$ cat config.mk
export PLATFORM = sky130hd
export DESIGN_NAME = text_packet_header_parser
export DESIGN_NICKNAME = d
export VERILOG_FILES = /design/src/tpp_pkg.sv /design/src/tpp_len_acc.sv /design/src/tpp_step.sv /design/src/text_packet_header_parser.sv
export SDC_FILE = /design/constraint.sdc
export NUM_CORES = 1
export LEC_CHECK = 0
export BUFFER_PORTS_ARGS = -buffer_cell sky130_fd_sc_hd__buf_4
export CORE_ASPECT_RATIO = 0.6
export CORE_MARGIN = 1
export CORE_UTILIZATION = 40
export DETAILED_ROUTE_END_ITERATION = 16
export GPL_TIMING_DRIVEN = 0
export PLACE_DENSITY = 0.58
export SLEW_MARGIN = 25
export SYNTH_ARGS = -nofsm -noshare
export SYNTH_HDL_FRONTEND = slang
export SYNTH_SLANG_ARGS = --single-unit
$ cat constraint.sdc
create_clock -name clk -period 10.55 [get_ports clk]
set_input_delay 0.5275 -clock clk [delete_from_list [all_inputs] [get_ports clk]]
set_output_delay 0.5275 -clock clk [all_outputs]
set_load 0.01 [all_outputs]
$ cat src/tpp_pkg.sv
// Shared types, codes and character constants for the text packet header parser.
package tpp_pkg;

    // One input word: a restart command or one stream byte.
    typedef struct packed {
        logic       cmd;
        logic [7:0] data_byte;
    } item_t;

    // One result word per input word.
    typedef struct packed {
        logic [2:0]  tag;
        logic [7:0]  data_out;
        logic        line_end;
        logic        packet_end;
        logic        error_now;
        logic [3:0]  error_code;
        logic [23:0] body_length;
    } result_t;

    typedef enum logic [3:0] {
        PH_PROTO_START,
        PH_PROTO,
        PH_METHOD_START,
        PH_METHOD,
        PH_HDR_START,
        PH_NAME,
        PH_SKIP,
        PH_VALUE,
        PH_BODY
    } phase_t;

    // Parser control state that does not depend on the length width.
    typedef struct packed {
        phase_t     phase;
        logic       cr_seen;
        logic [3:0] match_pos;
        logic       match_ok;
        logic       len_active;
        logic       digits_done;
        logic       len_seen;
        logic [3:0] sticky_err;
    } ctrl_state_t;

    localparam logic [2:0] TAG_FRAMING  = 3'd0;
    localparam logic [2:0] TAG_PROTOCOL = 3'd1;
    localparam logic [2:0] TAG_METHOD   = 3'd2;
    localparam logic [2:0] TAG_NAME     = 3'd3;
    localparam logic [2:0] TAG_VALUE    = 3'd4;
    localparam logic [2:0] TAG_DIGIT    = 3'd5;
    localparam logic [2:0] TAG_BODY     = 3'd6;
    localparam logic [2:0] TAG_DISCARD  = 3'd7;

    localparam logic [3:0] ERR_NONE         = 4'd0;
    localparam logic [3:0] ERR_EMPTY_FIRST  = 4'd1;
    localparam logic [3:0] ERR_PROTOCOL     = 4'd2;
    localparam logic [3:0] ERR_METHOD       = 4'd3;
    localparam logic [3:0] ERR_NAME         = 4'd4;
    localparam logic [3:0] ERR_NO_VALUE     = 4'd5;
    localparam logic [3:0] ERR_VALUE_CHAR   = 4'd6;
    localparam logic [3:0] ERR_DUP_LENGTH   = 4'd7;
    localparam logic [3:0] ERR_BAD_SIZE     = 4'd8;
    localparam logic [3:0] ERR_BAD_LINE_END = 4'd9;

    localparam logic [7:0] CH_LF         = 8'd10;
    localparam logic [7:0] CH_CR         = 8'd13;
    localparam logic [7:0] CH_SPACE      = 8'd32;
    localparam logic [7:0] CH_DASH       = 8'd45;
    localparam logic [7:0] CH_COLON      = 8'd58;
    localparam logic [7:0] CH_UNDERSCORE = 8'd95;
    localparam logic [7:0] CH_PRINT_LO   = 8'd32;
    localparam logic [7:0] CH_PRINT_HI   = 8'd126;
    localparam logic [7:0] CH_CASE_DIFF  = 8'd32;

    localparam logic [3:0] LEN_NAME_CHARS = 4'd14;

    // Lowercase spelling of the length header name, one character per position.
    function automatic logic [7:0] len_name_char(input logic [3:0] pos);
        logic [7:0] ch;
        case (pos)
            4'd0:    ch = "c";
            4'd1:    ch = "o";
            4'd2:    ch = "n";
            4'd3:    ch = "t";
            4'd4:    ch = "e";
            4'd5:    ch = "n";
            4'd6:    ch = "t";
            4'd7:    ch = "-";
            4'd8:    ch = "l";
            4'd9:    ch = "e";
            4'd10:   ch = "n";
            4'd11:   ch = "g";
            4'd12:   ch = "t";
            4'd13:   ch = "h";
            default: ch = 8'd0;
        endcase
        return ch;
    endfunction

endpackage

$ cat src/tpp_len_acc.sv
// Saturating decimal length accumulator and content length size check.
module tpp_len_acc #(
    parameter int LENGTH_BITS = 24
) (
    input  logic [LENGTH_BITS:0]   acc,
    input  logic [3:0]             digit,
    input  logic [LENGTH_BITS-1:0] max_len,
    output logic [LENGTH_BITS:0]   acc_step,
    output logic                   size_bad
);

    localparam int WIDE = LENGTH_BITS + 5;
    localparam logic [WIDE-1:0] SAT = WIDE'(1) << LENGTH_BITS;

    logic [WIDE-1:0] acc_wide;
    logic [WIDE-1:0] times_ten;

    // Times ten as two shifted copies, so no multiplier is needed.
    assign acc_wide  = WIDE'(acc);
    assign times_ten = (acc_wide << 3) + (acc_wide << 1) + WIDE'(digit);
    assign acc_step  = (times_ten > SAT) ? SAT[LENGTH_BITS:0] : times_ten[LENGTH_BITS:0];

    assign size_bad = (acc == '0) || (acc > {1'b0, max_len});

endmodule

$ cat src/tpp_step.sv
// Per-byte parser logic: next state and the result word for one input word.
module tpp_step #(
    parameter int LENGTH_BITS = 24
) (
    input  tpp_pkg::item_t         item,
    input  tpp_pkg::ctrl_state_t   st,
    input  logic [LENGTH_BITS:0]   acc,
    input  logic [LENGTH_BITS-1:0] remain,
    input  logic [LENGTH_BITS-1:0] max_len,
    output tpp_pkg::ctrl_state_t   st_next,
    output logic [LENGTH_BITS:0]   acc_next,
    output logic [LENGTH_BITS-1:0] remain_next,
    output tpp_pkg::result_t       res
);

    logic [7:0]             c;
    logic [7:0]             lc;
    logic                   is_up;
    logic                   is_lo;
    logic                   is_dig;
    logic                   is_tail;
    logic                   is_print;
    logic [LENGTH_BITS:0]   acc_step;
    logic                   size_bad;
    logic [LENGTH_BITS-1:0] remain_dec;
    logic [LENGTH_BITS-1:0] len_low;
    logic [2:0]             tag;
    logic [3:0]             err;
    logic                   le;
    logic                   pe;
    logic                   finish;

    assign c        = item.data_byte;
    assign is_up    = (c >= "A") && (c <= "Z");
    assign is_lo    = (c >= "a") && (c <= "z");
    assign is_dig   = (c >= "0") && (c <= "9");
    assign is_tail  = is_up || is_dig || (c == tpp_pkg::CH_UNDERSCORE);
    assign is_print = (c >= tpp_pkg::CH_PRINT_LO) && (c < tpp_pkg::CH_PRINT_HI);
    assign lc       = is_up ? c + tpp_pkg::CH_CASE_DIFF : c;
    assign remain_dec = (remain != '0) ? remain - LENGTH_BITS'(1) : remain;

    tpp_len_acc #(
        .LENGTH_BITS (LENGTH_BITS)
    ) u_len_acc (
        .acc      (acc),
        .digit    (c[3:0]),
        .max_len  (max_len),
        .acc_step (acc_step),
        .size_bad (size_bad)
    );

    always_comb
    begin
        st_next     = st;
        acc_next    = acc;
        remain_next = remain;
        tag         = tpp_pkg::TAG_FRAMING;
        err         = tpp_pkg::ERR_NONE;
        le          = 1'b0;
        pe          = 1'b0;
        finish      = 1'b0;
        res         = '0;
        len_low     = '0;

        if (item.cmd)
        begin
            st_next.phase       = tpp_pkg::PH_PROTO_START;
            st_next.cr_seen     = 1'b0;
            st_next.match_pos   = '0;
            st_next.match_ok    = 1'b1;
            st_next.len_active  = 1'b0;
            st_next.digits_done = 1'b0;
            st_next.len_seen    = 1'b0;
            st_next.sticky_err  = tpp_pkg::ERR_NONE;
            acc_next            = '0;
            remain_next         = '0;
            res.tag             = tpp_pkg::TAG_DISCARD;
        end
        else
        begin
            if (st.sticky_err != tpp_pkg::ERR_NONE)
            begin
                tag = tpp_pkg::TAG_DISCARD;
            end
            else if (st.cr_seen)
            begin
                st_next.cr_seen = 1'b0;
                if (c != tpp_pkg::CH_LF)
                begin
                    err = tpp_pkg::ERR_BAD_LINE_END;
                end
                else
                begin
                    case (st.phase)
                        tpp_pkg::PH_PROTO_START:
                        begin
                            err = tpp_pkg::ERR_EMPTY_FIRST;
                        end
                        tpp_pkg::PH_METHOD:
                        begin
                            le            = 1'b1;
                            st_next.phase = tpp_pkg::PH_HDR_START;
                        end
                        tpp_pkg::PH_HDR_START:
                        begin
                            if (st.len_seen)
                            begin
                                remain_next   = acc[LENGTH_BITS-1:0];
                                st_next.phase = tpp_pkg::PH_BODY;
                            end
                            else
                            begin
                                pe     = 1'b1;
                                finish = 1'b1;
                            end
                        end
                        tpp_pkg::PH_VALUE:
                        begin
                            if (st.len_active)
                            begin
                                if (st.len_seen)
                                begin
                                    err = tpp_pkg::ERR_DUP_LENGTH;
                                end
                                else if (size_bad)
                                begin
                                    err = tpp_pkg::ERR_BAD_SIZE;
                                end
                                else
                                begin
                                    st_next.len_seen = 1'b1;
                                end
                            end
                            if (err == tpp_pkg::ERR_NONE)
                            begin
                                le                  = 1'b1;
                                st_next.phase       = tpp_pkg::PH_HDR_START;
                                st_next.match_pos   = '0;
                                st_next.match_ok    = 1'b1;
                                st_next.len_active  = 1'b0;
                                st_next.digits_done = 1'b0;
                            end
                        end
                        default:
                        begin
                            err = tpp_pkg::ERR_BAD_LINE_END;
                        end
                    endcase
                end
            end
            else
            begin
                case (st.phase)
                    tpp_pkg::PH_PROTO_START:
                    begin
                        if (c == tpp_pkg::CH_CR)
                        begin
                            st_next.cr_seen = 1'b1;
                        end
                        else if (is_up)
                        begin
                            tag           = tpp_pkg::TAG_PROTOCOL;
                            st_next.phase = tpp_pkg::PH_PROTO;
                        end
                        else
                        begin
                            err = tpp_pkg::ERR_PROTOCOL;
                        end
                    end
                    tpp_pkg::PH_PROTO:
                    begin
                        if (c == tpp_pkg::CH_SPACE)
                        begin
                            st_next.phase = tpp_pkg::PH_METHOD_START;
                        end
                        else if (is_tail)
                        begin
                            tag = tpp_pkg::TAG_PROTOCOL;
                        end
                        else
                        begin
                            err = tpp_pkg::ERR_PROTOCOL;
                        end
                    end
                    tpp_pkg::PH_METHOD_START:
                    begin
                        if (is_up)
                        begin
                            tag           = tpp_pkg::TAG_METHOD;
                            st_next.phase = tpp_pkg::PH_METHOD;
                        end
                        else
                        begin
                            err = tpp_pkg::ERR_METHOD;
                        end
                    end
                    tpp_pkg::PH_METHOD:
                    begin
                        if (c == tpp_pkg::CH_CR)
                        begin
                            st_next.cr_seen = 1'b1;
                        end
                        else if (is_tail)
                        begin
                            tag = tpp_pkg::TAG_METHOD;
                        end
                        else
                        begin
                            err = tpp_pkg::ERR_METHOD;
                        end
                    end
                    tpp_pkg::PH_HDR_START, tpp_pkg::PH_NAME:
                    begin
                        if ((st.phase == tpp_pkg::PH_HDR_START) && (c == tpp_pkg::CH_CR))
                        begin
                            st_next.cr_seen = 1'b1;
                        end
                        else if ((st.phase == tpp_pkg::PH_NAME) && (c == tpp_pkg::CH_COLON))
                        begin
                            st_next.len_active  = st.match_ok &&
                                                  (st.match_pos == tpp_pkg::LEN_NAME_CHARS);
                            st_next.digits_done = 1'b0;
                            st_next.phase       = tpp_pkg::PH_SKIP;
                        end
                        else if (is_up || is_lo ||
                                 ((st.phase == tpp_pkg::PH_NAME) &&
                                  (is_dig || (c == tpp_pkg::CH_UNDERSCORE) ||
                                   (c == tpp_pkg::CH_DASH))))
                        begin
                            tag           = tpp_pkg::TAG_NAME;
                            st_next.phase = tpp_pkg::PH_NAME;
                            if (st.match_ok && (st.match_pos < tpp_pkg::LEN_NAME_CHARS) &&
                                (lc == tpp_pkg::len_name_char(st.match_pos)))
                            begin
                                st_next.match_pos = st.match_pos + 4'd1;
                            end
                            else
                            begin
                                st_next.match_ok = 1'b0;
                            end
                        end
                        else
                        begin
                            err = tpp_pkg::ERR_NAME;
                        end
                    end
                    tpp_pkg::PH_SKIP, tpp_pkg::PH_VALUE:
                    begin
                        if ((st.phase == tpp_pkg::PH_SKIP) && (c == tpp_pkg::CH_SPACE))
                        begin
                            tag = tpp_pkg::TAG_FRAMING;
                        end
                        else if (c == tpp_pkg::CH_CR)
                        begin
                            if (st.phase == tpp_pkg::PH_SKIP)
                            begin
                                err = tpp_pkg::ERR_NO_VALUE;
                            end
                            else
                            begin
                                st_next.cr_seen = 1'b1;
                            end
                        end
                        else if (!is_print)
                        begin
                            err = tpp_pkg::ERR_VALUE_CHAR;
                        end
                        else
                        begin
                            st_next.phase = tpp_pkg::PH_VALUE;
                            tag           = tpp_pkg::TAG_VALUE;
                            if (st.len_active && !st.digits_done)
                            begin
                                if (is_dig)
                                begin
                                    tag = tpp_pkg::TAG_DIGIT;
                                    if (!st.len_seen)
                                    begin
                                        acc_next = acc_step;
                                    end
                                end
                                else
                                begin
                                    st_next.digits_done = 1'b1;
                                end
                            end
                        end
                    end
                    tpp_pkg::PH_BODY:
                    begin
                        tag         = tpp_pkg::TAG_BODY;
                        remain_next = remain_dec;
                        if (remain_dec == '0)
                        begin
                            pe     = 1'b1;
                            finish = 1'b1;
                        end
                    end
                    default:
                    begin
                        err = tpp_pkg::ERR_BAD_LINE_END;
                    end
                endcase
            end

            if (err != tpp_pkg::ERR_NONE)
            begin
                st_next.sticky_err = err;
                tag                = tpp_pkg::TAG_DISCARD;
                le                 = 1'b0;
                pe                 = 1'b0;
                finish             = 1'b0;
            end

            len_low         = st_next.len_seen ? acc_next[LENGTH_BITS-1:0] : '0;
            res.tag         = tag;
            res.data_out    = c;
            res.line_end    = le;
            res.packet_end  = pe;
            res.error_now   = (err != tpp_pkg::ERR_NONE);
            res.error_code  = st_next.sticky_err;
            res.body_length = 24'(len_low);

            // A finished packet starts the next one from a clean state.
            if (finish)
            begin
                st_next.phase       = tpp_pkg::PH_PROTO_START;
                st_next.cr_seen     = 1'b0;
                st_next.match_pos   = '0;
                st_next.match_ok    = 1'b1;
                st_next.len_active  = 1'b0;
                st_next.digits_done = 1'b0;
                st_next.len_seen    = 1'b0;
                acc_next            = '0;
                remain_next         = '0;
            end
        end
    end

endmodule

$ cat src/text_packet_header_parser.sv
// Flow: an accepted word waits in the input register and passes the parser logic into
// the result register when it is free; a held result delays it until result_stall drops.
// Throughput: one word per cycle, set by the single pass of parser logic between the
// input register and the result register; a stalled result blocks intake only once the
// input register also holds a word.
// Reset: rst_n clears the parser state, the sticky error and both valid flags at once,
// and sets max_body_length to 65535 masked to LENGTH_BITS bits.
module text_packet_header_parser #(
    parameter int LENGTH_BITS = 24
) (
    input  logic             clk,
    input  logic             rst_n,
    input  logic             item_valid,
    output logic             item_stall,
    input  tpp_pkg::item_t   item,
    output logic             result_valid,
    input  logic             result_stall,
    output tpp_pkg::result_t result,
    input  logic             cfg_valid,
    output logic             cfg_ready,
    input  logic [23:0]      cfg_data
);

    // Input register: holds one accepted word until the parser pass can run.
    logic                   in_valid_reg;
    logic                   in_valid_next;
    tpp_pkg::item_t         in_reg;

    // Result register: holds the finished result word until it is taken.
    logic                   out_valid_reg;
    logic                   out_valid_next;
    tpp_pkg::result_t       out_reg;

    // Parser state. It advances only when a word moves from input to result.
    tpp_pkg::ctrl_state_t   st_reg;
    tpp_pkg::ctrl_state_t   st_next;
    logic [LENGTH_BITS:0]   acc_reg;
    logic [LENGTH_BITS:0]   acc_next;
    logic [LENGTH_BITS-1:0] remain_reg;
    logic [LENGTH_BITS-1:0] remain_next;
    logic [LENGTH_BITS-1:0] max_len_reg;
    tpp_pkg::result_t       step_res;

    logic                   out_free;
    logic                   advance;
    logic                   accept;

    // The result register is free when it is empty or being emptied this cycle.
    assign out_free = !out_valid_reg || !result_stall;
    assign advance  = in_valid_reg && out_free;
    // The input register refills in the same cycle that it drains, so a new word
    // is taken every cycle while the output side keeps up.
    assign item_stall = in_valid_reg && !out_free;
    assign accept     = item_valid && !item_stall;

    assign in_valid_next  = accept ? 1'b1 : (advance ? 1'b0 : in_valid_reg);
    assign out_valid_next = advance ? 1'b1 : (out_free ? 1'b0 : out_valid_reg);

    // The configuration register is always writable; the user must keep the block idle
    // whenever it is written, as the block itself does not enforce it.
    assign cfg_ready = 1'b1;

    assign result_valid = out_valid_reg;
    assign result       = out_reg;

    tpp_step #(
        .LENGTH_BITS (LENGTH_BITS)
    ) u_step (
        .item        (in_reg),
        .st          (st_reg),
        .acc         (acc_reg),
        .remain      (remain_reg),
        .max_len     (max_len_reg),
        .st_next     (st_next),
        .acc_next    (acc_next),
        .remain_next (remain_next),
        .res         (step_res)
    );

    // Control state, parser state and the configuration register.
    always_ff @(posedge clk or negedge rst_n)
    begin
        if (!rst_n)
        begin
            in_valid_reg         <= 1'b0;
            out_valid_reg        <= 1'b0;
            st_reg.phase         <= tpp_pkg::PH_PROTO_START;
            st_reg.cr_seen       <= 1'b0;
            st_reg.match_pos     <= '0;
            st_reg.match_ok      <= 1'b1;
            st_reg.len_active    <= 1'b0;
            st_reg.digits_done   <= 1'b0;
            st_reg.len_seen      <= 1'b0;
            st_reg.sticky_err    <= tpp_pkg::ERR_NONE;
            acc_reg              <= '0;
            remain_reg           <= '0;
            max_len_reg          <= LENGTH_BITS'(65535);
        end
        else
        begin
            in_valid_reg  <= in_valid_next;
            out_valid_reg <= out_valid_next;
            if (advance)
            begin
                st_reg     <= st_next;
                acc_reg    <= acc_next;
                remain_reg <= remain_next;
            end
            if (cfg_valid && cfg_ready)
            begin
                max_len_reg <= LENGTH_BITS'(cfg_data);
            end
        end
    end

    // Payload registers carry no reset.
    always_ff @(posedge clk)
    begin
        if (accept)
        begin
            in_reg <= item;
        end
        if (advance)
        begin
            out_reg <= step_res;
        end
    end

endmodule

==> summary.txt, run 1 <==
Route
  – Detailed-routing iteration count for the pre-antenna-repair pass: 7
  – Drt first-iter violations: 1253
  – Via Count: just under 10000
  – Via density per instance: between 6 and 7
  – Average wire per standard cell: ~22 µm
  – Post-Route WL: ~36000 µm
  – DRC violation count after routing: 0
  – Final ANT Viol Nets: 0

Run status
  – Status: complete, no violations

Die
  – Number of top-level pins: a little over 80
  – Die Span X: between 200 and 250 µm
  – Area of the placeable core: 0.0255 mm²
  – Overall die area: 0.0269 mm²
  – Initial cell density of the core: 0.411
  – Chip Height: 127 µm
  – Number of placement rows: between 40 and 50

Clock tree
  – Post-cts hold buffer count: 0
  – Count of cells resized by post-cts repair: 0
  – Total number of H-tree levels: 4
  – Root buffer selected by CTS: sky130_fd_sc_hd__clkbuf_16
  – Clock edge transition at the registers on the reported setup and hold paths: roughly 0.06 ns
  – TritonCTS sink count: roughly 140
  – Clock latency on the worst-skew pair: 0.45 ns
  – Postcts setup bufs: 0
  – Buffers from clock root to sink, at most: 2
  – CTS buffer count: 17
  – Clock tree from TritonCTS: built

Power
  – Power density of the placed cells: between 150 and 200 mW/mm²
  – Reported leakage power: around 5.1 nW
  – Final Total Pwr: 2.40 mW
  – Worst IR Drop VDD: between 0.0001 and 0.00015 V

Setup path
  – Worst setup EP type: register
  – Type of the setup path with the least slack: reg -> reg
  – Worst-path fanout max: 10
  – Reg-to-Reg Start: in_reg[1]
  – Max stage delay cell, worst path: sky130_fd_sc_hd__nor4bb_1
  – Worst endpoint required time: 10.92 ns
  – Worst reg2reg endpoint: remain_reg[2]
  – Biggest cell delay along the critical path: approximately 0.85 ns
  – Cell family with the largest share of critical-path delay: simple AND/OR/NAND/NOR gates
  – Register-to-register path setup slack: 5.80 ns
  – Register-to-Register Path Depth: 9
  – Arrival @ worst endpoint: around 5.1 ns
  – Startpoint Class: register
  – Chain of cells forming the critical path: clkbuf_1 -> nor4bb_1 -> nand3_1 -> o31ai_1 -> o21ai_4 -> nand2_1 -> o21ai_1 -> nor3b_1 -> a32o_1
  – Buf/Inv on CP: 1

Logic synthesis
  – Xor/xnor cell area share of the yosys netlist: 0.0209
  – Count of flip-flops with a built-in enable after synthesis: 51
  – Count of state elements after synthesis: roughly 140
  – Count leader, synth: sky130_fd_sc_hd__nand2_1
  – Library cell with the largest summed area after synthesis: sky130_fd_sc_hd__dfrtp_1
  – Syn Std Cell Area: 0.0105 mm²
  – Post-synthesis share of cell area spent on and, or, nand and nor gates: 0.223
  – Adder-cell share of the synthesized area: 0.104
  – Post-Synthesis Mean Instance Area: 9.02 µm²
  – List of most frequent post-synthesis cells: sky130_fd_sc_hd__nand2_1, sky130_fd_sc_hd__ha_1, sky130_fd_sc_hd__inv_1
  – Post-synthesis sequential area ratio: 0.368
  – Portion of synthesized cell area occupied by the leading cell type: 0.179
  – Fraction of the mapped netlist area in compound gates: 0.215
  – Post-synthesis cell count: 1163
  – Mux contribution to synthesized area: 0.0117
  – Prevailing post-synth register cell: sky130_fd_sc_hd__dfrtp_1
  – Synthesized net count: approximately 1300
  – Combinational family with the most area after synthesis: simple AND/OR/NAND/NOR gates
  – Share of synthesized flip-flops with an asynchronous set or reset: 0.643
  – Biggest area contributors in the synthesized netlist: sky130_fd_sc_hd__dfrtp_1, sky130_fd_sc_hd__edfxtp_1, sky130_fd_sc_hd__ha_1
  – Count of different cell masters after synthesis: 96
  – Count of synthesis-stage warnings from yosys: 0

Timing
  – Clock skew after layout: 0.0100 ns
  – PnR worst setup slack: between 5 and 6 ns
  – Number of failing setup endpoints in the final timing report: 0
  – Smallest hold slack: 0.162 ns
  – Period utilisation layout: 0.450
  – Count of final max-slew check failures: 0
  – Final sum of negative setup slack: 0 ns
  – Highest attainable clock frequency: ~210 MHz
  – Unrepaired setup endpoints after global routing: no
  – Final Hold Fails: 0
  – Time the worst path needs with I/O delays and setup: approximately 4.7 ns
  – Slew at the pin closest to its max-slew limit: around 1 ns
  – Relative slew slack: 0.335

Finish
  – Antenna diode instance count: 0
  – Share of post-route cells with drive strength above 1: 0.144
  – Final Non-Filler Cells: between 1500 and 2000
  – Net count reported at finish: 1388
  – Layout Area Growth over Synthesis: 16.1%
  – Post-layout utilization of the core: 0.477
  – Max reg flops: 42
  – Count of filler cells inserted in the layout: 2457
  – Layout Cell Area excl Fill: roughly 0.012 mm²
  – Footprint of the multi-input gates: 0.00604 mm²
  – FF/Latch Area: 0.00385 mm²

Placement
  – Placed Area: 0.0116 mm²
  – GPL Wtd Cong: ~0.97
  – Port Buffer Count: 80
  – Post-placement worst setup slack: about 6.0 ns
  – DP Cell Count: ~1600
  – Half-perimeter wire length after placement: about 27000 µm

Job
  – Max-capacitance violation count: 0

Hold path
  – Worst hold path type: in -> async

Global route
  – Aggregate global routing overflow: 0
  – Number of antenna violations at the first check in global routing: 0
  – GR Util All Layers: 0.272
  – Vias in the first global route: between 9000 and 10000
  – Pin count of the biggest net entering global routing: 93
  – Global-route wire length before repair: 54800 µm
[report_power, final]
part / switching [mW] / internal [mW] / total [mW]
Sequential: 0.0658 / 0.658 / 0.724
Clock: 0.268 / 0.365 / 0.633
Combinational: 0.671 / 0.367 / 1.04
[layout by cell type, fill, tap and decap left out, types with 7 or more instances in the layout]
cell type,count
sky130_fd_sc_hd__and2_1,10
sky130_fd_sc_hd__nor2_1,69
sky130_fd_sc_hd__a31oi_1,15
sky130_fd_sc_hd__ha_1,84
sky130_fd_sc_hd__a32o_1,10
sky130_fd_sc_hd__o211ai_1,9
sky130_fd_sc_hd__nor2b_1,13
sky130_fd_sc_hd__o31ai_1,13
sky130_fd_sc_hd__inv_1,78
sky130_fd_sc_hd__edfxtp_1,51
sky130_fd_sc_hd__dfrtp_1,75
sky130_fd_sc_hd__o21ai_0,60
sky130_fd_sc_hd__nor3_1,49
sky130_fd_sc_hd__o32ai_1,23
sky130_fd_sc_hd__nand4_1,23
sky130_fd_sc_hd__a211oi_1,15
sky130_fd_sc_hd__or3_1,10
sky130_fd_sc_hd__xor2_1,10
sky130_fd_sc_hd__buf_6,7
sky130_fd_sc_hd__nand3_1,42
sky130_fd_sc_hd__a2bb2oi_1,8
sky130_fd_sc_hd__xnor2_1,15
sky130_fd_sc_hd__a21oi_1,59
sky130_fd_sc_hd__dfstp_2,17
sky130_fd_sc_hd__buf_2,8
sky130_fd_sc_hd__a21o_1,7
sky130_fd_sc_hd__or2_2,9
sky130_fd_sc_hd__nor4_1,19
sky130_fd_sc_hd__o21a_1,8
sky130_fd_sc_hd__clkbuf_1,46
sky130_fd_sc_hd__nand2b_1,15
sky130_fd_sc_hd__and3_1,12
sky130_fd_sc_hd__buf_4,82
sky130_fd_sc_hd__nand2_1,113
sky130_fd_sc_hd__clkbuf_16,17
[cell families after synthesis]
kind of cell	after synthesis
AO/OA/AOI/OAI	317
XOR/XNOR	25
adder cells (fa/ha/maj)	86
buffers and inverters	144
flip-flops	143
multiplexers	11
other	1
AND/OR/NAND/NOR	436
[routing by layer]
metal | up-vias | part of all wire | global-route usage | wire [µm]
li1 | 4581 | - | - | -
met1 | 4817 | 0.52 | 0.448 | 18600
met2 | 477 | 0.36 | 0.329 | 13000
met3 | 47 | 0.11 | 0.0804 | 3870
met4 | 0 | 0.014 | 0.0597 | 492
met5 | - | 0 | 0 | 0
[layout make-up]
type	count	share of cell area
multi-input combinational	876	0.496
sequential	143	0.317
timing repair buffer	82	0.0517
clock buffer	19	0.0372
tap	352	0.0362
buffer	64	0.0251
inverter	80	0.0247
clock inverter	13	0.0125
[worst max path at each step]
stage	start	to	slack, ns	cells past startpoint
2_1_floorplan	in_reg[3]	acc_reg[10]	6.84	15
3_3_place_gp	result_stall	remain_reg[2]	5.74	9
3_5_place_dp	acc_reg[0]	acc_reg[4]	5.96	14
4_1_cts	acc_reg[0]	acc_reg[4]	5.92	14
5_1_grt	acc_reg[0]	acc_reg[7]	5.53	13
6_report	in_reg[1]	remain_reg[2]	5.80	9
No activity file was read; power rests on OpenSTA's default activity.
==> run 2: changes to the inputs <==
clock period = 4.83 ns   (was 10.55 ns; I/O delays follow)
==> run 2 against run 1 <==
  * Flip-flop and latch count unchanged
  * Worst hold slack worse by 0.15 ns
  * Setup slack lost 5.7 ns
  * Count of clock-buffer cells in the layout did not move
  * Non-clock buffer count increased by 14
  * Power grew 120%
  * Critical path type unchanged
  * Largest cell class unchanged
==> summary.txt, run 2 (synthesized netlist as in run 1, its figures left out) <==
Setup path
  – Biggest cell delay along the critical path: 0.73 ns
  – Max stage delay cell, worst path: sky130_fd_sc_hd__a21oi_1
  – Startpoint Class: register
  – Worst setup startpoint: in_reg[5]
  – Cell family with the largest share of critical-path delay: compound AO/OA/AOI/OAI gates
  – Register-to-register path setup slack: about 0.08 ns
  – Worst reg2reg endpoint: remain_reg[2]
  – Worst setup EP type: register
  – Reg-to-Reg Start: in_reg[5]
  – Worst endpoint required time: 5.15 ns
  – Buf/Inv on CP: 2
  – Register-to-Register Path Depth: 12
  – Worst-path fanout max: 10
  – Capturing instance or port of the critical path: remain_reg[2]
  – Critical path depth in cells: 12
  – Chain of cells forming the critical path: buf_2 -> inv_1 -> ha_1 -> or3b_1 -> a221oi_2 -> o2bb2ai_1 -> o21ai_1 -> o21ai_4 -> a21oi_4 -> a21oi_1 -> nand2_1 -> a32o_1
  – Type of the setup path with the least slack: reg -> reg
  – Arrival @ worst endpoint: between 5 and 6 ns

Power
  – Reported leakage power: around 5.2 nW
  – Worst IR Drop VDD: 0.000266 V
  – Power density of the placed cells: roughly 430 mW/mm²

Global route
  – GR Util All Layers: 0.273
  – Met1 track utilization from global routing: 0.449
  – Vias in the first global route: around 9100
  – Number of antenna violations at the first check in global routing: 0
  – Highest-utilization routing layer at the global route stage: met1
  – Global-route wire length before repair: approximately 55000 µm
  – Fraction of met3 tracks used by global routing: 0.0804
  – Pin count of the biggest net entering global routing: 93
  – Aggregate global routing overflow: 0
  – Met2 global-route usage: 0.331

Finish
  – Commonest non-fill, non-tap cell in the layout: sky130_fd_sc_hd__nand2_1
  – Share of post-route cells with drive strength above 1: 0.144
  – Footprint of the multi-input gates: approximately 0.0060 mm²
  – Layout Area Growth over Synthesis: 17.5%
  – Post-layout utilization of the core: 0.483
  – Net count reported at finish: ~1400
  – FF/Latch Area: 0.00386 mm²
  – Antenna diode instance count: 0
  – Most frequent cells in the layout: sky130_fd_sc_hd__nand2_1, sky130_fd_sc_hd__ha_1, sky130_fd_sc_hd__buf_4, sky130_fd_sc_hd__inv_1, sky130_fd_sc_hd__dfrtp_1
  – Count of filler cells inserted in the layout: about 2400
  – Max reg flops: 42
  – Layout Cell Area excl Fill: 0.0123 mm²

Clock tree
  – TritonCTS sink count: ~140
  – Buffers from clock root to sink, at most: 2
  – CTS buffer count: 17
  – Clock edge transition at the registers on the reported setup and hold paths: about 0.070 ns
  – Clock latency on the worst-skew pair: around 0.45 ns
  – Root buffer selected by CTS: sky130_fd_sc_hd__clkbuf_16
  – Total number of H-tree levels: 4
  – Clock tree from TritonCTS: built
  – Postcts setup bufs: 0

Route
  – Average wire per standard cell: about 22 µm
  – Via Count: between 9000 and 10000
  – Via density per instance: roughly 6.0
  – Post-Route WL: about 36000 µm
  – DRC violation count after routing: 0
  – Detailed-routing iteration count for the pre-antenna-repair pass: 5
  – Final ANT Viol Nets: 0
  – Drt first-iter violations: about 1200

Timing
  – Relative slew slack: 0.360
  – Smallest hold slack: ~0.013 ns
  – Unrepaired setup endpoints after global routing: no
  – Final sum of negative setup slack: 0 ns
  – Highest attainable clock frequency: roughly 210 MHz
  – Time the worst path needs with I/O delays and setup: approximately 4.7 ns
  – Period utilisation layout: 0.983
  – Final Hold Fails: 0
  – Clock skew after layout: just over 0.01 ns
  – Slew at the pin closest to its max-slew limit: about 0.95 ns
  – Count of final max-slew check failures: 0
  – Number of failing setup endpoints in the final timing report: 0

Job
  – Max-capacitance violation count: 0

Hold path
  – Worst hold path type: in -> reg
  – Number of instances on the worst hold path: 3

Die
  – Chip Height: 127 µm
  – Die Span X: ~210 µm
  – Overall die area: about 0.027 mm²
  – Initial cell density of the core: 0.411
  – Number of placement rows: between 40 and 50
  – Number of top-level pins: 83
  – Area of the placeable core: 0.0255 mm²

Placement
  – GPL Wtd Cong: 0.967
  – Port Buffer Count: 80
  – Placed Area: ~0.012 mm²
  – Half-perimeter wire length after placement: roughly 27000 µm

Run status
  – Status: complete, no violations
==> run 2: cell count changes in the layout (fill, tap and decap cells not counted), sizes merged <==
cell | previous run | this run
dlygate4sd3 | 0 | 14
==> run 2: metal layers <==
metal | vias up | wire length (µm)
met2 | 484 | 13200
met4 | 0 | 444
met3 | 43 | 3900
met1 | 4773 | 18500
met5 | - | 0
li1 | 4608 | -
==> run 2: timing repair <==
action / in CTS / in global routing
hold endpoints to repair: 88 / 0
setup endpoints to repair: 0 / 21
hold buffers: 14 / 0
gates resized for setup: 0 / 3
==> run 2: worst min path at each step <==
stage | from | to | slack (ns)
6_report | cfg_data[7] | max_len_reg[7] | 0.01
5_1_grt | cfg_data[13] | max_len_reg[13] | 0.002
4_1_cts | cfg_data[14] | max_len_reg[14] | 0.002
3_5_place_dp | rst_n | st_reg[11] | 0.40
3_3_place_gp | item[5] | in_reg[5] | 0.42
2_1_floorplan | rst_n | acc_reg[0] | -0.05
==> run 2: where the power goes <==
group          total (mW)  internal, mW  switching, mW  leakage (nW)
clock                1.39         0.798          0.589         0.292
sequential           1.58          1.44          0.143          1.69
combinational        2.28         0.810           1.47          3.19
total                5.24          3.04           2.20          5.17
==> run 2: metrics by stage <==
step	instances	setup slack (ns)	power (mW)
floorplan	1163	1.12	3.11
global placement	1595	0.231	3.78
detailed placement	1597	0.241	3.78
CTS	1643	0.201	5.18
global route	1643	0.00628	5.49
finish	1643	0.0811	5.24
==> run 2: tightest hold or removal path, cell delays in order <==
cell,delay [ns]
sky130_fd_sc_hd__buf_4,0.08
sky130_fd_sc_hd__nand2_1,0.04
sky130_fd_sc_hd__o21ai_0,0.06
==> run 2: area by class of cell <==
type                            count  area share
Buffer                             64      0.0248
Clock buffer                       19      0.0368
Tap cell                          352      0.0357
Clock inverter                     13      0.0124
Inverter                           80      0.0244
Multi-Input combinational cell    876       0.491
Sequential cell                   143       0.313
Timing Repair Buffer               96      0.0624
==> run 3: changes to the inputs <==
CTS_BUF_LIST = sky130_fd_sc_hd__clkbuf_2   (was default)
==> run 3 against run 2 <==
  * Critical path depth decreased by 3
  * Setup slack better by 0.032 ns
  * Register-to-register slack improved by 0.03 ns
  * Final cell count up 2.7%
  * Design area is 0.67% higher
  * Die area stayed put
  * Worst hold slack got worse by 0.010 ns
  * Global-route usage up 0.46 points
  * Power down 11%
  * Count of clock-buffer cells in the layout decreased by 2
  * Sequential share of layout area shrank 0.21 points
  * Maximum frequency increased by 0.68%
  * Highest routed layer unchanged
==> summary.txt, run 3 (synthesized netlist as in run 1, its figures left out) <==
Setup path
  – Biggest cell delay along the critical path: 0.89 ns
  – Worst setup EP type: register
  – Worst endpoint required time: between 5 and 6 ns
  – Worst-path fanout max: 10
  – Chain of cells forming the critical path: clkbuf_1 -> nor4bb_1 -> nand3_1 -> nor3_1 -> o211a_1 -> a21oi_4 -> a21oi_1 -> nand2_1 -> a32o_1
  – Startpoint Class: register
  – Worst reg2reg endpoint: remain_reg[2]
  – Arrival @ worst endpoint: about 5.5 ns
  – Register-to-Register Path Depth: 9
  – Max stage delay cell, worst path: sky130_fd_sc_hd__nor4bb_1
  – Type of the setup path with the least slack: reg -> reg
  – Register-to-register path setup slack: 0.11 ns
  – Reg-to-Reg Start: in_reg[1]

Clock tree
  – TritonCTS sink count: between 100 and 150
  – Clock tree from TritonCTS: built
  – Root buffer selected by CTS: sky130_fd_sc_hd__clkbuf_2
  – Buffers from clock root to sink, at most: 2
  – Total number of H-tree levels: 4
  – Clock edge transition at the registers on the reported setup and hold paths: between 0.2 and 0.25 ns
  – CTS buffer count: 17
  – Clock latency on the worst-skew pair: ~0.86 ns
  – Postcts setup bufs: 0

Timing
  – Relative slew slack: 0.299
  – Count of final max-slew check failures: 0
  – Clock skew after layout: approximately 0.038 ns
  – Final sum of negative setup slack: 0 ns
  – Period utilisation layout: 0.977
  – Time the worst path needs with I/O delays and setup: 4.72 ns
  – Slew at the pin closest to its max-slew limit: between 1 and 1.5 ns
  – Final Hold Fails: 0
  – Unrepaired setup endpoints after global routing: no
  – Number of failing setup endpoints in the final timing report: 0
  – Highest attainable clock frequency: about 210 MHz

Finish
  – Most frequent cells in the layout: sky130_fd_sc_hd__nand2_1, sky130_fd_sc_hd__ha_1, sky130_fd_sc_hd__buf_4, sky130_fd_sc_hd__inv_1, sky130_fd_sc_hd__dfrtp_1
  – Share of post-route cells with drive strength above 1: 0.139
  – Commonest non-fill, non-tap cell in the layout: sky130_fd_sc_hd__nand2_1
  – Max reg flops: between 40 and 50
  – Footprint of the multi-input gates: 0.00605 mm²
  – Layout Area Growth over Synthesis: 18.3%
  – Net count reported at finish: roughly 1400
  – Count of filler cells inserted in the layout: around 2500
  – FF/Latch Area: 0.00386 mm²
  – Layout Cell Area excl Fill: 0.0124 mm²
  – Post-layout utilization of the core: 0.486

Route
  – Via Count: 10100
  – Via density per instance: around 6
  – DRC violation count after routing: 0
  – Met1 WL: ~19000 µm
  – Average wire per standard cell: roughly 22 µm
  – Metal2 WL: 13400 µm
  – Detailed-routing iteration count for the pre-antenna-repair pass: 6
  – Drt first-iter violations: roughly 1200
  – Wire length on met3: between 4000 and 5000 µm
  – Top metal layer carrying routed signals: met4
  – Post-Route WL: roughly 37000 µm
  – Final ANT Viol Nets: 0

Power
  – Worst IR Drop VDD: 0.000192 V
  – Reported leakage power: between 5 and 6 nW
  – Flop pwr share: 0.338
  – Power density of the placed cells: 376 mW/mm²
  – Net switching fraction of the power: 0.461
  – Internal power: between 2 and 3 mW
  – Switching component of the power: 2.15 mW
  – Logic gate share of total power: 0.496
  – Clock group share of total power: 0.166

Die
  – Number of top-level pins: 83
  – Initial cell density of the core: 0.411
  – Area of the placeable core: between 0.02 and 0.03 mm²
  – Chip Height: about 130 µm
  – Die Span X: approximately 210 µm
  – Number of placement rows: between 40 and 50
  – Overall die area: about 0.027 mm²

Global route
  – Number of antenna violations at the first check in global routing: 1
  – Vias in the first global route: 9351
  – Global-route wire length before repair: about 56000 µm
  – Pin count of the biggest net entering global routing: just over 90
  – Aggregate global routing overflow: 0
  – GR Util All Layers: 0.278

Placement
  – Half-perimeter wire length after placement: 27400 µm
  – Placed Area: approximately 0.012 mm²
  – GPL Wtd Cong: roughly 0.97
  – Port Buffer Count: 80

Run status
  – Status: complete, no violations

Hold path
  – Worst hold path type: in -> async

Job
  – Max-capacitance violation count: 0
-- run 3: changes by cell type in the layout (fill, tap and decap cells not counted) --
cell                            before  now
sky130_fd_sc_hd__clkbuf_16          17    0
sky130_fd_sc_hd__clkbuf_2            0   17
sky130_fd_sc_hd__clkbuf_8            2    0
sky130_fd_sc_hd__clkinv_1            1    3
sky130_fd_sc_hd__diode_2             0    1
sky130_fd_sc_hd__dlygate4sd3_1      14   57
sky130_fd_sc_hd__o2111ai_1           3    2
sky130_fd_sc_hd__o2111ai_2           0    1
sky130_fd_sc_hd__o21ai_0            59   58
sky130_fd_sc_hd__o21ai_2             0    1
-- run 3: worst max-delay path by stage --
| stage | endpoint | slack, ns | cells after the start | from |
|---|---|---|---|---|
| final | remain_reg[2] | 0.11 | 9 | in_reg[1] |
| after global routing | remain_reg[7] | 0.003 | 12 | in_reg[5] |
| after CTS | acc_reg[4] | 0.18 | 14 | acc_reg[0] |
| after detailed placement | acc_reg[4] | 0.24 | 14 | acc_reg[0] |
| after global placement | acc_reg[15] | 0.23 | 14 | acc_reg[0] |
| after floorplan | acc_reg[19] | 1.12 | 15 | in_reg[3] |
-- run 3: area by class of cell --
| cell class | instances | area share |
|---|---|---|
| multi-input cells | 876 | 0.488 |
| flip-flops and latches | 143 | 0.311 |
| repair buffers | 139 | 0.0967 |
| well taps | 352 | 0.0355 |
| plain buffers | 64 | 0.0246 |
| inverters | 80 | 0.0242 |
| clock inverters | 15 | 0.0129 |
| clock buffers | 17 | 0.00686 |
| diodes | 1 | 0.000202 |
-- run 3: metrics by stage --
step	std cells	power [mW]	setup WS, ns	hold WS [ns]
5_1_grt	1687	4.92	0.00258	0.0320
6_report	1687	4.67	0.113	0.00266
4_1_cts	1686	4.59	0.175	0.0154
2_1_floorplan	1163	3.11	1.12	-0.0541
3_5_place_dp	1597	3.78	0.241	0.398
3_3_place_gp	1595	3.78	0.231	0.420
-- run 3: power by group through the flow --
stage / Sequential (mW) / Clock [mW] / Combinational [mW]
2_1_floorplan: 1.57 / 0 / 1.54
3_3_place_gp: 1.60 / 0 / 2.18
3_5_place_dp: 1.60 / 0 / 2.18
4_1_cts: 1.57 / 0.781 / 2.23
5_1_grt: 1.60 / 0.827 / 2.49
6_report: 1.58 / 0.776 / 2.31
-- run 3: worst max-delay path: cells and delay by family, from the launching register on --
kind                   cells  cell delay [ns]
DFF                        1             0.44
and+or+nand+nor            4             2.11
AOI/OAI and AO/OA          4             1.54
buffers and inverters      1             0.51
-- run 3: repair_timing --
item,4_1_cts,5_1_grt
hold buffers,57,0
endpoints found under the hold margin,154,0
resized for setup,0,6
setup endpoints to repair,0,22
-- run 3: metal layers --
layer / vias up / global-route usage
met3: 44 / 0.0863
met4: 0 / 0.0665
met5: - / 0
met2: 545 / 0.342
li1: 4686 / -
met1: 4874 / 0.447
